<file path="src/sv/lqci_pkg.sv">
// Shared widths, register indexes, control struct and level start table for the cell index block.
`default_nettype none

package lqci_pkg;

   localparam int DEF_MAX_LEVELS = 8;
   localparam int DEF_COORD_BITS = 16;

   localparam int LEVEL_W   = 4;
   localparam int CELL_W    = 8;
   localparam int INDEX_W   = 17;
   localparam int SIZE_W    = 15;
   localparam int DEN_W     = SIZE_W + 1;
   localparam int REM_W     = DEN_W + 1;
   localparam int CSR_W     = SIZE_W;
   localparam int CSR_IDX_W = 2;

   localparam logic [CSR_IDX_W-1:0] CSR_SCENE_WIDTH  = 2'd0;
   localparam logic [CSR_IDX_W-1:0] CSR_SCENE_HEIGHT = 2'd1;
   localparam logic [CSR_IDX_W-1:0] CSR_MAX_LEVEL    = 2'd2;

   localparam logic [SIZE_W-1:0]  RST_SCENE_SIZE = 15'd1024;
   localparam logic [LEVEL_W-1:0] RST_MAX_LEVEL  = 4'd8;

   typedef struct packed {
      logic [LEVEL_W-1:0] lvl;
      logic               neg_x;
      logic               over_x;
      logic               neg_y;
      logic               over_y;
   } cell_ctl_type;

   // first node of a level: sum of 4^k for k below the level, kept to the index width
   function automatic logic [INDEX_W-1:0] level_start(input logic [LEVEL_W-1:0] lvl);
      logic [INDEX_W-1:0] acc;
      acc = '0;
      for (int k = 0; k < (1 << LEVEL_W) - 1; k++) begin
         if (LEVEL_W'(k) < lvl) begin
            acc = acc | (INDEX_W'(1) << (2 * k));
         end
      end
      return acc;
   endfunction

endpackage

`default_nettype wire

</file>
<file path="src/sv/lqci_axis_level.sv">
// Tree level allowed by one axis extent against the scene size.
`default_nettype none

module lqci_axis_level
   import lqci_pkg::*;
#(
   parameter int MAX_LEVELS = DEF_MAX_LEVELS,
   parameter int COORD_BITS = DEF_COORD_BITS
) (
   input  wire logic signed [COORD_BITS:0] ext,
   input  wire logic [SIZE_W-1:0]          size,
   input  wire logic [LEVEL_W-1:0]         cap,
   output logic [LEVEL_W-1:0]              lvl
);

   localparam int CMP_W = (COORD_BITS > SIZE_W) ? COORD_BITS : SIZE_W;

   logic [SIZE_W-1:0]     size_m1;
   logic [COORD_BITS-1:0] ext_mag;
   logic                  ext_empty;
   logic [LEVEL_W-1:0]    cnt;
   logic [SIZE_W-1:0]     thr;

   assign size_m1   = size - SIZE_W'(1);
   assign ext_mag   = ext[COORD_BITS-1:0];
   assign ext_empty = ext[COORD_BITS] || (ext == '0);

   // ext << d < size holds exactly when ext <= (size - 1) >> d
   always_comb begin
      cnt = '0;
      thr = '0;
      for (int d = 1; d <= MAX_LEVELS; d++) begin
         thr = size_m1 >> d;
         if ((LEVEL_W'(d) <= cap) && (CMP_W'(ext_mag) <= CMP_W'(thr))) begin
            cnt = cnt + LEVEL_W'(1);
         end
      end
   end

   assign lvl = ext_empty ? cap : cnt;

endmodule

`default_nettype wire

</file>
<file path="src/sv/lqci_div_step.sv">
// One registered restoring division step producing one fraction bit of center over scene size.
`default_nettype none

module lqci_div_step
   import lqci_pkg::*;
#(
   parameter int MAX_LEVELS = DEF_MAX_LEVELS
) (
   input  wire logic                  clock,
   input  wire logic                  load,
   input  wire logic [REM_W-1:0]      rem_in,
   input  wire logic [MAX_LEVELS-1:0] frac_in,
   input  wire logic [DEN_W-1:0]      den,
   output logic [REM_W-1:0]           rem_out,
   output logic [MAX_LEVELS-1:0]      frac_out
);

   logic [REM_W-1:0]      rem_ff;
   logic [REM_W-1:0]      rem_in_d;
   logic [MAX_LEVELS-1:0] frac_ff;
   logic [MAX_LEVELS-1:0] frac_in_d;
   logic [REM_W-1:0]      rem_dbl;
   logic                  fits;

   assign rem_dbl   = {rem_in[REM_W-2:0], 1'b0};
   assign fits      = rem_dbl >= REM_W'(den);
   assign rem_in_d  = fits ? (rem_dbl - REM_W'(den)) : rem_dbl;
   assign frac_in_d = MAX_LEVELS'({frac_in, fits});

   always_ff @(posedge clock) begin
      if (load) begin
         rem_ff  <= rem_in_d;
         frac_ff <= frac_in_d;
      end
   end

   assign rem_out  = rem_ff;
   assign frac_out = frac_ff;

endmodule

`default_nettype wire

</file>
<file path="src/sv/lqci_index.sv">
// Cell clamp and linear node index from the finished fractions and the chosen level.
`default_nettype none

module lqci_index
   import lqci_pkg::*;
#(
   parameter int MAX_LEVELS = DEF_MAX_LEVELS
) (
   input  wire cell_ctl_type          ctl,
   input  wire logic [MAX_LEVELS-1:0] frac_x,
   input  wire logic [MAX_LEVELS-1:0] frac_y,
   output logic [MAX_LEVELS-1:0]      cell_x,
   output logic [MAX_LEVELS-1:0]      cell_y,
   output logic [INDEX_W-1:0]         index
);

   logic [LEVEL_W-1:0]    drop;
   logic [MAX_LEVELS-1:0] max_cell;
   logic [MAX_LEVELS-1:0] q_x;
   logic [MAX_LEVELS-1:0] q_y;

   assign drop     = LEVEL_W'(MAX_LEVELS) - ctl.lvl;
   assign max_cell = ~({MAX_LEVELS{1'b1}} << ctl.lvl);
   assign q_x      = frac_x >> drop;
   assign q_y      = frac_y >> drop;

   assign cell_x = ctl.neg_x ? '0 : (ctl.over_x ? max_cell : q_x);
   assign cell_y = ctl.neg_y ? '0 : (ctl.over_y ? max_cell : q_y);

   assign index = level_start(ctl.lvl) + (INDEX_W'(cell_y) << ctl.lvl) + INDEX_W'(cell_x);

endmodule

`default_nettype wire

</file>
<file path="src/sv/loose_quadtree_cell_index.sv">
// Loose quadtree cell index: one box per beat in, its level, cell and node index out.
// The block takes one box per clock while req_stall is low and returns one result beat
// per box, in order. The pipeline has an input register, a level and setup stage, one
// stage per level for the bit-serial division of the box center by the scene size, and
// an output register. Each stage holds its beat only while the stage after it is full
// and stalled, so bubbles close up and a stalled result does not block input until
// every stage is full. Scene sizes of zero act as one, and max_level above MAX_LEVELS
// is capped. Change configuration only when no beat is in flight.
`default_nettype none

module loose_quadtree_cell_index
   import lqci_pkg::*;
#(
   parameter int MAX_LEVELS = DEF_MAX_LEVELS,
   parameter int COORD_BITS = DEF_COORD_BITS
) (
   input  wire logic                         clock,
   input  wire logic                         reset,

   input  wire logic                         csr_write,
   input  wire logic [CSR_IDX_W-1:0]         csr_index,
   input  wire logic [CSR_W-1:0]             csr_data,

   input  wire logic                         req_valid,
   output logic                              req_stall,
   input  wire logic signed [COORD_BITS-1:0] req_left_edge,
   input  wire logic signed [COORD_BITS-1:0] req_right_edge,
   input  wire logic signed [COORD_BITS-1:0] req_top_edge,
   input  wire logic signed [COORD_BITS-1:0] req_bottom_edge,

   output logic                              rsp_valid,
   input  wire logic                         rsp_stall,
   output logic [CELL_W-1:0]                 rsp_cell_x,
   output logic [CELL_W-1:0]                 rsp_cell_y,
   output logic [LEVEL_W-1:0]                rsp_level,
   output logic [INDEX_W-1:0]                rsp_cell_index
);

   localparam int NSTAGE = MAX_LEVELS + 3;
   localparam int OUT_ST = NSTAGE - 1;
   localparam int CMP_W  = (COORD_BITS > DEN_W) ? COORD_BITS : DEN_W;

   // configuration
   logic [SIZE_W-1:0]  scene_width_ff;
   logic [SIZE_W-1:0]  scene_height_ff;
   logic [LEVEL_W-1:0] max_level_ff;

   always_ff @(posedge clock) begin
      if (reset) begin
         scene_width_ff  <= RST_SCENE_SIZE;
         scene_height_ff <= RST_SCENE_SIZE;
         max_level_ff    <= RST_MAX_LEVEL;
      end else if (csr_write) begin
         case (csr_index)
            CSR_SCENE_WIDTH:  scene_width_ff  <= csr_data;
            CSR_SCENE_HEIGHT: scene_height_ff <= csr_data;
            CSR_MAX_LEVEL:    max_level_ff    <= csr_data[LEVEL_W-1:0];
            default: ;
         endcase
      end
   end

   logic [SIZE_W-1:0]  size_x;
   logic [SIZE_W-1:0]  size_y;
   logic [DEN_W-1:0]   den_x;
   logic [DEN_W-1:0]   den_y;
   logic [LEVEL_W-1:0] cap;

   assign size_x = (scene_width_ff == '0) ? SIZE_W'(1) : scene_width_ff;
   assign size_y = (scene_height_ff == '0) ? SIZE_W'(1) : scene_height_ff;
   assign den_x  = {size_x, 1'b0};
   assign den_y  = {size_y, 1'b0};
   assign cap    = (max_level_ff > LEVEL_W'(MAX_LEVELS)) ? LEVEL_W'(MAX_LEVELS) : max_level_ff;

   // valid bits and advance chain
   logic [NSTAGE-1:0] v_ff;
   logic [NSTAGE:0]   stage_load;

   always_comb begin
      stage_load[NSTAGE] = !rsp_stall;
      for (int k = NSTAGE - 1; k >= 0; k--) begin
         stage_load[k] = !v_ff[k] || stage_load[k+1];
      end
   end

   always_ff @(posedge clock) begin
      if (reset) begin
         v_ff <= '0;
      end else begin
         if (stage_load[0]) begin
            v_ff[0] <= req_valid;
         end
         for (int k = 1; k < NSTAGE; k++) begin
            if (stage_load[k]) begin
               v_ff[k] <= v_ff[k-1];
            end
         end
      end
   end

   assign req_stall = !stage_load[0];

   // stage 0: sums and extents
   logic signed [COORD_BITS:0] sum_x_ff;
   logic signed [COORD_BITS:0] sum_y_ff;
   logic signed [COORD_BITS:0] ext_x_ff;
   logic signed [COORD_BITS:0] ext_y_ff;

   always_ff @(posedge clock) begin
      if (stage_load[0]) begin
         sum_x_ff <= (COORD_BITS+1)'(req_left_edge) + (COORD_BITS+1)'(req_right_edge);
         sum_y_ff <= (COORD_BITS+1)'(req_top_edge) + (COORD_BITS+1)'(req_bottom_edge);
         ext_x_ff <= (COORD_BITS+1)'(req_right_edge) - (COORD_BITS+1)'(req_left_edge);
         ext_y_ff <= (COORD_BITS+1)'(req_bottom_edge) - (COORD_BITS+1)'(req_top_edge);
      end
   end

   // stage 1: level choice and division setup
   logic [LEVEL_W-1:0]    lvl_x;
   logic [LEVEL_W-1:0]    lvl_y;
   logic [COORD_BITS-1:0] mag_x;
   logic [COORD_BITS-1:0] mag_y;
   cell_ctl_type          ctl_in;

   lqci_axis_level #(
      .MAX_LEVELS (MAX_LEVELS),
      .COORD_BITS (COORD_BITS)
   ) u_level_x (
      .ext  (ext_x_ff),
      .size (size_x),
      .cap  (cap),
      .lvl  (lvl_x)
   );

   lqci_axis_level #(
      .MAX_LEVELS (MAX_LEVELS),
      .COORD_BITS (COORD_BITS)
   ) u_level_y (
      .ext  (ext_y_ff),
      .size (size_y),
      .cap  (cap),
      .lvl  (lvl_y)
   );

   assign mag_x = sum_x_ff[COORD_BITS-1:0];
   assign mag_y = sum_y_ff[COORD_BITS-1:0];

   always_comb begin
      ctl_in.lvl    = (lvl_x < lvl_y) ? lvl_x : lvl_y;
      ctl_in.neg_x  = sum_x_ff[COORD_BITS];
      ctl_in.neg_y  = sum_y_ff[COORD_BITS];
      ctl_in.over_x = !sum_x_ff[COORD_BITS] && (CMP_W'(mag_x) >= CMP_W'(den_x));
      ctl_in.over_y = !sum_y_ff[COORD_BITS] && (CMP_W'(mag_y) >= CMP_W'(den_y));
   end

   cell_ctl_type     ctl_ff [1:MAX_LEVELS+1];
   logic [REM_W-1:0] rem_x_init_ff;
   logic [REM_W-1:0] rem_y_init_ff;

   always_ff @(posedge clock) begin
      if (stage_load[1]) begin
         ctl_ff[1]     <= ctl_in;
         rem_x_init_ff <= REM_W'(mag_x);
         rem_y_init_ff <= REM_W'(mag_y);
      end
   end

   // stages 2 .. MAX_LEVELS+1: one fraction bit per stage
   logic [REM_W-1:0]      rem_x  [0:MAX_LEVELS];
   logic [REM_W-1:0]      rem_y  [0:MAX_LEVELS];
   logic [MAX_LEVELS-1:0] frac_x [0:MAX_LEVELS];
   logic [MAX_LEVELS-1:0] frac_y [0:MAX_LEVELS];

   assign rem_x[0]  = rem_x_init_ff;
   assign rem_y[0]  = rem_y_init_ff;
   assign frac_x[0] = '0;
   assign frac_y[0] = '0;

   for (genvar j = 0; j < MAX_LEVELS; j++) begin : g_div
      lqci_div_step #(
         .MAX_LEVELS (MAX_LEVELS)
      ) u_step_x (
         .clock    (clock),
         .load     (stage_load[j+2]),
         .rem_in   (rem_x[j]),
         .frac_in  (frac_x[j]),
         .den      (den_x),
         .rem_out  (rem_x[j+1]),
         .frac_out (frac_x[j+1])
      );

      lqci_div_step #(
         .MAX_LEVELS (MAX_LEVELS)
      ) u_step_y (
         .clock    (clock),
         .load     (stage_load[j+2]),
         .rem_in   (rem_y[j]),
         .frac_in  (frac_y[j]),
         .den      (den_y),
         .rem_out  (rem_y[j+1]),
         .frac_out (frac_y[j+1])
      );

      always_ff @(posedge clock) begin
         if (stage_load[j+2]) begin
            ctl_ff[j+2] <= ctl_ff[j+1];
         end
      end
   end

   // output stage
   logic [MAX_LEVELS-1:0] cell_x;
   logic [MAX_LEVELS-1:0] cell_y;
   logic [INDEX_W-1:0]    index;

   lqci_index #(
      .MAX_LEVELS (MAX_LEVELS)
   ) u_index (
      .ctl    (ctl_ff[MAX_LEVELS+1]),
      .frac_x (frac_x[MAX_LEVELS]),
      .frac_y (frac_y[MAX_LEVELS]),
      .cell_x (cell_x),
      .cell_y (cell_y),
      .index  (index)
   );

   logic [CELL_W-1:0]  cell_x_ff;
   logic [CELL_W-1:0]  cell_y_ff;
   logic [LEVEL_W-1:0] level_ff;
   logic [INDEX_W-1:0] cell_index_ff;

   always_ff @(posedge clock) begin
      if (stage_load[OUT_ST]) begin
         cell_x_ff     <= CELL_W'(cell_x);
         cell_y_ff     <= CELL_W'(cell_y);
         level_ff      <= ctl_ff[MAX_LEVELS+1].lvl;
         cell_index_ff <= index;
      end
   end

   assign rsp_valid      = v_ff[OUT_ST];
   assign rsp_cell_x     = cell_x_ff;
   assign rsp_cell_y     = cell_y_ff;
   assign rsp_level      = level_ff;
   assign rsp_cell_index = cell_index_ff;

   // checks
   a_stall_only_when_full: assert property (@(posedge clock) disable iff (reset)
      req_stall |-> (&v_ff) && rsp_stall)
      else $error("input stalled while a pipeline stage is empty");

   a_level_capped: assert property (@(posedge clock) disable iff (reset)
      rsp_valid |-> rsp_level <= cap)
      else $error("result level above the level cap");

   a_root_cell: assert property (@(posedge clock) disable iff (reset)
      rsp_valid && (rsp_level == '0) |->
         (rsp_cell_x == '0) && (rsp_cell_y == '0) && (rsp_cell_index == '0))
      else $error("root level result with nonzero cell");

   a_output_held: assert property (@(posedge clock) disable iff (reset)
      rsp_valid && rsp_stall |=> rsp_valid && $stable(rsp_cell_index))
      else $error("stalled result lost or changed");

endmodule

`default_nettype wire

</file>
<file path="config.mk">
export PLATFORM = sky130hd
export DESIGN_NAME = loose_quadtree_cell_index
export DESIGN_NICKNAME = d
export VERILOG_FILES = /design/src/sv/lqci_pkg.sv /design/src/sv/lqci_axis_level.sv /design/src/sv/lqci_div_step.sv /design/src/sv/lqci_index.sv /design/src/sv/loose_quadtree_cell_index.sv
export SDC_FILE = /design/constraint.sdc
export NUM_CORES = 2
export LEC_CHECK = 0
export BUFFER_PORTS_ARGS = -buffer_cell sky130_fd_sc_hd__buf_2
export CORE_ASPECT_RATIO = 1.4
export CORE_MARGIN = 1.5
export CORE_UTILIZATION = 58
export DETAILED_ROUTE_END_ITERATION = 8
export GPL_TIMING_DRIVEN = 0
export PLACE_DENSITY = 0.79
export SLEW_MARGIN = 10
export SYNTH_ARGS = -nofsm -noshare
export SYNTH_HDL_FRONTEND = slang
export SYNTH_SLANG_ARGS = --single-unit
</file>
<file path="constraint.sdc">
create_clock -name clock -period 10.4 [get_ports clock]
set_input_delay 0.52 -clock clock [delete_from_list [all_inputs] [get_ports clock]]
set_output_delay 0.52 -clock clock [all_outputs]
set_load 0.005 [all_outputs]
</file>
==> flow_metrics.env <==
export IMPL_status="completed"
export IMPL_path_clk_slew_ns=0.06
export IMPL_globalplace_congestion=0.978
export IMPL_final_util_pct=64.5
export IMPL_timing_hold_violations_final=0
export IMPL_critPathRequiredTime_ns=10.76
export IMPL_overflow=0
export IMPL_dr_first_iter_drc_count=1739
export IMPL_syn_area_sq_mm=0.0392
export IMPL_finalSetupViolations=0
export IMPL_final_common_cell="ha_1"
export IMPL_portBuffers=123
export IMPL_grt_pass1_vias=29769
export IMPL_cts_tree="done"
export IMPL_peakVddDrop_mv=0.157
export IMPL_fillers=5267
export IMPL_p_total_mw=10.9
export IMPL_power_leakage_nw=18.0
export IMPL_layout_nets=4565
export IMPL_r2r_start="scene_width_ff[1]"
export IMPL_final_cell_mix="ha_1, edfxtp_1, a21oi_1"
export IMPL_hpwl_mm=70.2
export IMPL_critical_path_slowest_cell="or4_4"
export IMPL_synthArstFlopShare_pct=0
export IMPL_synth_seq_cells=534
export IMPL_grt_pass1_wl_mm=143
export IMPL_cts_buffer_depth=3
export IMPL_cp_common_cell="ha_1"
export IMPL_wl_per_cell_um=18.4
export IMPL_finalCriticalPeriod_ns=9.83
export IMPL_grt_antenna_before_repair=1
export IMPL_die_area_sq_mm=0.0691
export IMPL_ant_nets=0
export IMPL_worstSetupEndpointType="flop"
export IMPL_netlist_instances=3773
export IMPL_grt_max_degree=41
export IMPL_postCtsHoldBufs=0
export IMPL_dr_total_vias=29387
export IMPL_core_area_sq_mm=0.0667
export IMPL_synth_ff_type="edfxtp_1"
export IMPL_avgSynthCellArea_sq_um=10.4
export IMPL_cts_root_buf="clkbuf_16"
export IMPL_cts_sinks=534
export IMPL_max_cap_viol_count=0
export IMPL_max_slew_worst_pin_slew_ns=1.11
export IMPL_cp_data_arrival_time_ns=10.20
export IMPL_critPathLaunch="scene_width_ff[1]"
export IMPL_hp_class="in -> reg"
export IMPL_clock_skew_ns=0.0286
export IMPL_cpPeakStageDelay_ns=0.59
export IMPL_via_per_inst=6.05
export IMPL_hold_start="csr_data[10]"
export IMPL_h_tree_depth=2
export IMPL_critical_path_class="reg -> reg"
export IMPL_pwr_density_cell_mw_per_mm2=254
export IMPL_wirelength_mm=89.2
export IMPL_fp_dieH_um=311
export IMPL_drive_gt1_share_pct=11.9
export IMPL_insertion_delay_ns=0.63
export IMPL_rsz0062_at_grt="false"
export IMPL_firstDrtPassIters=7
export IMPL_io_pins=125
export IMPL_grt_usage_pct=25.3
export IMPL_drc=0
export IMPL_syn_to_final_growth_pct=9.83
export IMPL_crit_path_max_fanout=21
export IMPL_cts_buffers=51
export IMPL_synth_seq_area_share_pct=39.8
export IMPL_ys_warnings_count=0
export IMPL_drv_slew=0
export IMPL_start_util_pct=58.7
export IMPL_synth_nets=4379
export IMPL_relSlewSlack_pct=25.2
export IMPL_rows=112
export IMPL_synth_edff_count=489
export IMPL_min_period_over_period_pct=94.5
export IMPL_die_width_um=223
export IMPL_synth_distinct_cells=102
export IMPL_max_clock_freq_ghz=0.102
export IMPL_critPathLaunchType="flop"
==> registers in the layout, summed over array words and instances, names as in the netlist, 17 cells and up <==
name	count
g_div.u_step_x.rem_out	105
g_div.u_step_y.rem_out	105
sum_y_ff	17
ctl_ff	72
rsp_cell_index	17
g_div.u_step_y.frac_out	36
sum_x_ff	17
g_div.u_step_x.frac_out	36
==> where the power goes <==
group / internal [mW] / switching [mW] / total (mW)
Sequential: 3.37 / 0.392 / 3.77
Combinational: 2.46 / 2.71 / 5.17
Clock: 1.14 / 0.870 / 2.01
==> final cells by class <==
type / count / area (sq um) / area share [%]
Antenna cell: 1 / 2.50 / 0.00581
Buffer: 101 / 395 / 0.919
Clock buffer: 59 / 1410 / 3.28
Clock inverter: 37 / 423 / 0.983
Inverter: 297 / 1120 / 2.59
Multi-Input combinational cell: 2841 / 22200 / 51.5
Sequential cell: 534 / 15600 / 36.2
Tap cell: 855 / 1070 / 2.49
Timing Repair Buffer: 133 / 856 / 1.99
==> stage by stage <==
stage               TNS, ns  hold slack, ns  std cells  setup slack, ns  area, sq um
detailed placement  -0.0103           0.405       4760          -0.0103        41100
finish                    0           0.152       4858            0.568        43000
floorplan                 0           0.400       3773            0.724        39200
CTS                       0           0.124       4856            0.259        43000
global route              0           0.138       4857          0.00922        43000
global placement      -2.42           0.400       4751           -0.847        40900
==> per-layer routing <==
layer,vias to the layer above,GRT usage [%],part of all wire [%]
met2,820,49.3,54
met5,-,0,0.015
li1,14316,-,-
met4,2,13.3,5.4
met3,297,3.36,4.0
met1,13952,25.9,37
==> kinds of logic after synthesis <==
family,Yosys count,share of synthesized area [%]
mux,193,5.55
buf+inv,398,3.85
fa+ha+maj,532,17.4
xor+xnor,284,6.60
flops,534,39.8
simple gates,950,12.2
compound gates,882,14.7
==> synthesized netlist by cell type, types with 48 or more instances <==
cell / instances / area, sq um
mux2_2: 151 / 1700
nor2b_1: 48 / 300
xor2_1: 81 / 709
nand2_1: 209 / 785
nand4_1: 75 / 469
inv_1: 293 / 1100
xnor2_1: 195 / 1710
a21o_1: 93 / 698
nor3_1: 83 / 415
o21ai_0: 141 / 706
nand3_1: 55 / 275
nor2_1: 245 / 920
clkbuf_1: 74 / 278
a21oi_1: 313 / 1570
o21bai_1: 79 / 593
nand2b_1: 58 / 363
ha_1: 497 / 6220
edfxtp_1: 489 / 14700
==> worst paths after layout <==
check / endpoint / slack [ns] / depth (start not counted)
max: ctl_ff[0][14] / 0.57 / 39
min: scene_height_ff[10] / 0.15 / 2
max reg2reg: ctl_ff[0][14] / 0.57 / 39
min reg2reg: ctl_ff[0][72] / 0.40 / 0
==> critical path: cells and delay by family (launching register included) <==
| family | cells | cell delay, ns |
|---|---|---|
| flip-flops | 1 | 0.41 |
| buffers and inverters | 4 | 0.63 |
| AO/OA/AOI/OAI | 12 | 2.62 |
| adder cells (fa/ha/maj) | 6 | 1.75 |
| AND/OR/NAND/NOR | 13 | 3.07 |
| multiplexers | 1 | 0.35 |
| XOR/XNOR | 3 | 0.75 |
==> what timing repair did <==
item | 4_1_cts | 5_1_grt
pin swaps | 0 | 2
endpoints found under the setup margin | 2 | 3
resized for setup | 1 | 9
setup buffers | 0 | 1
(Power assumes the default switching activity.)
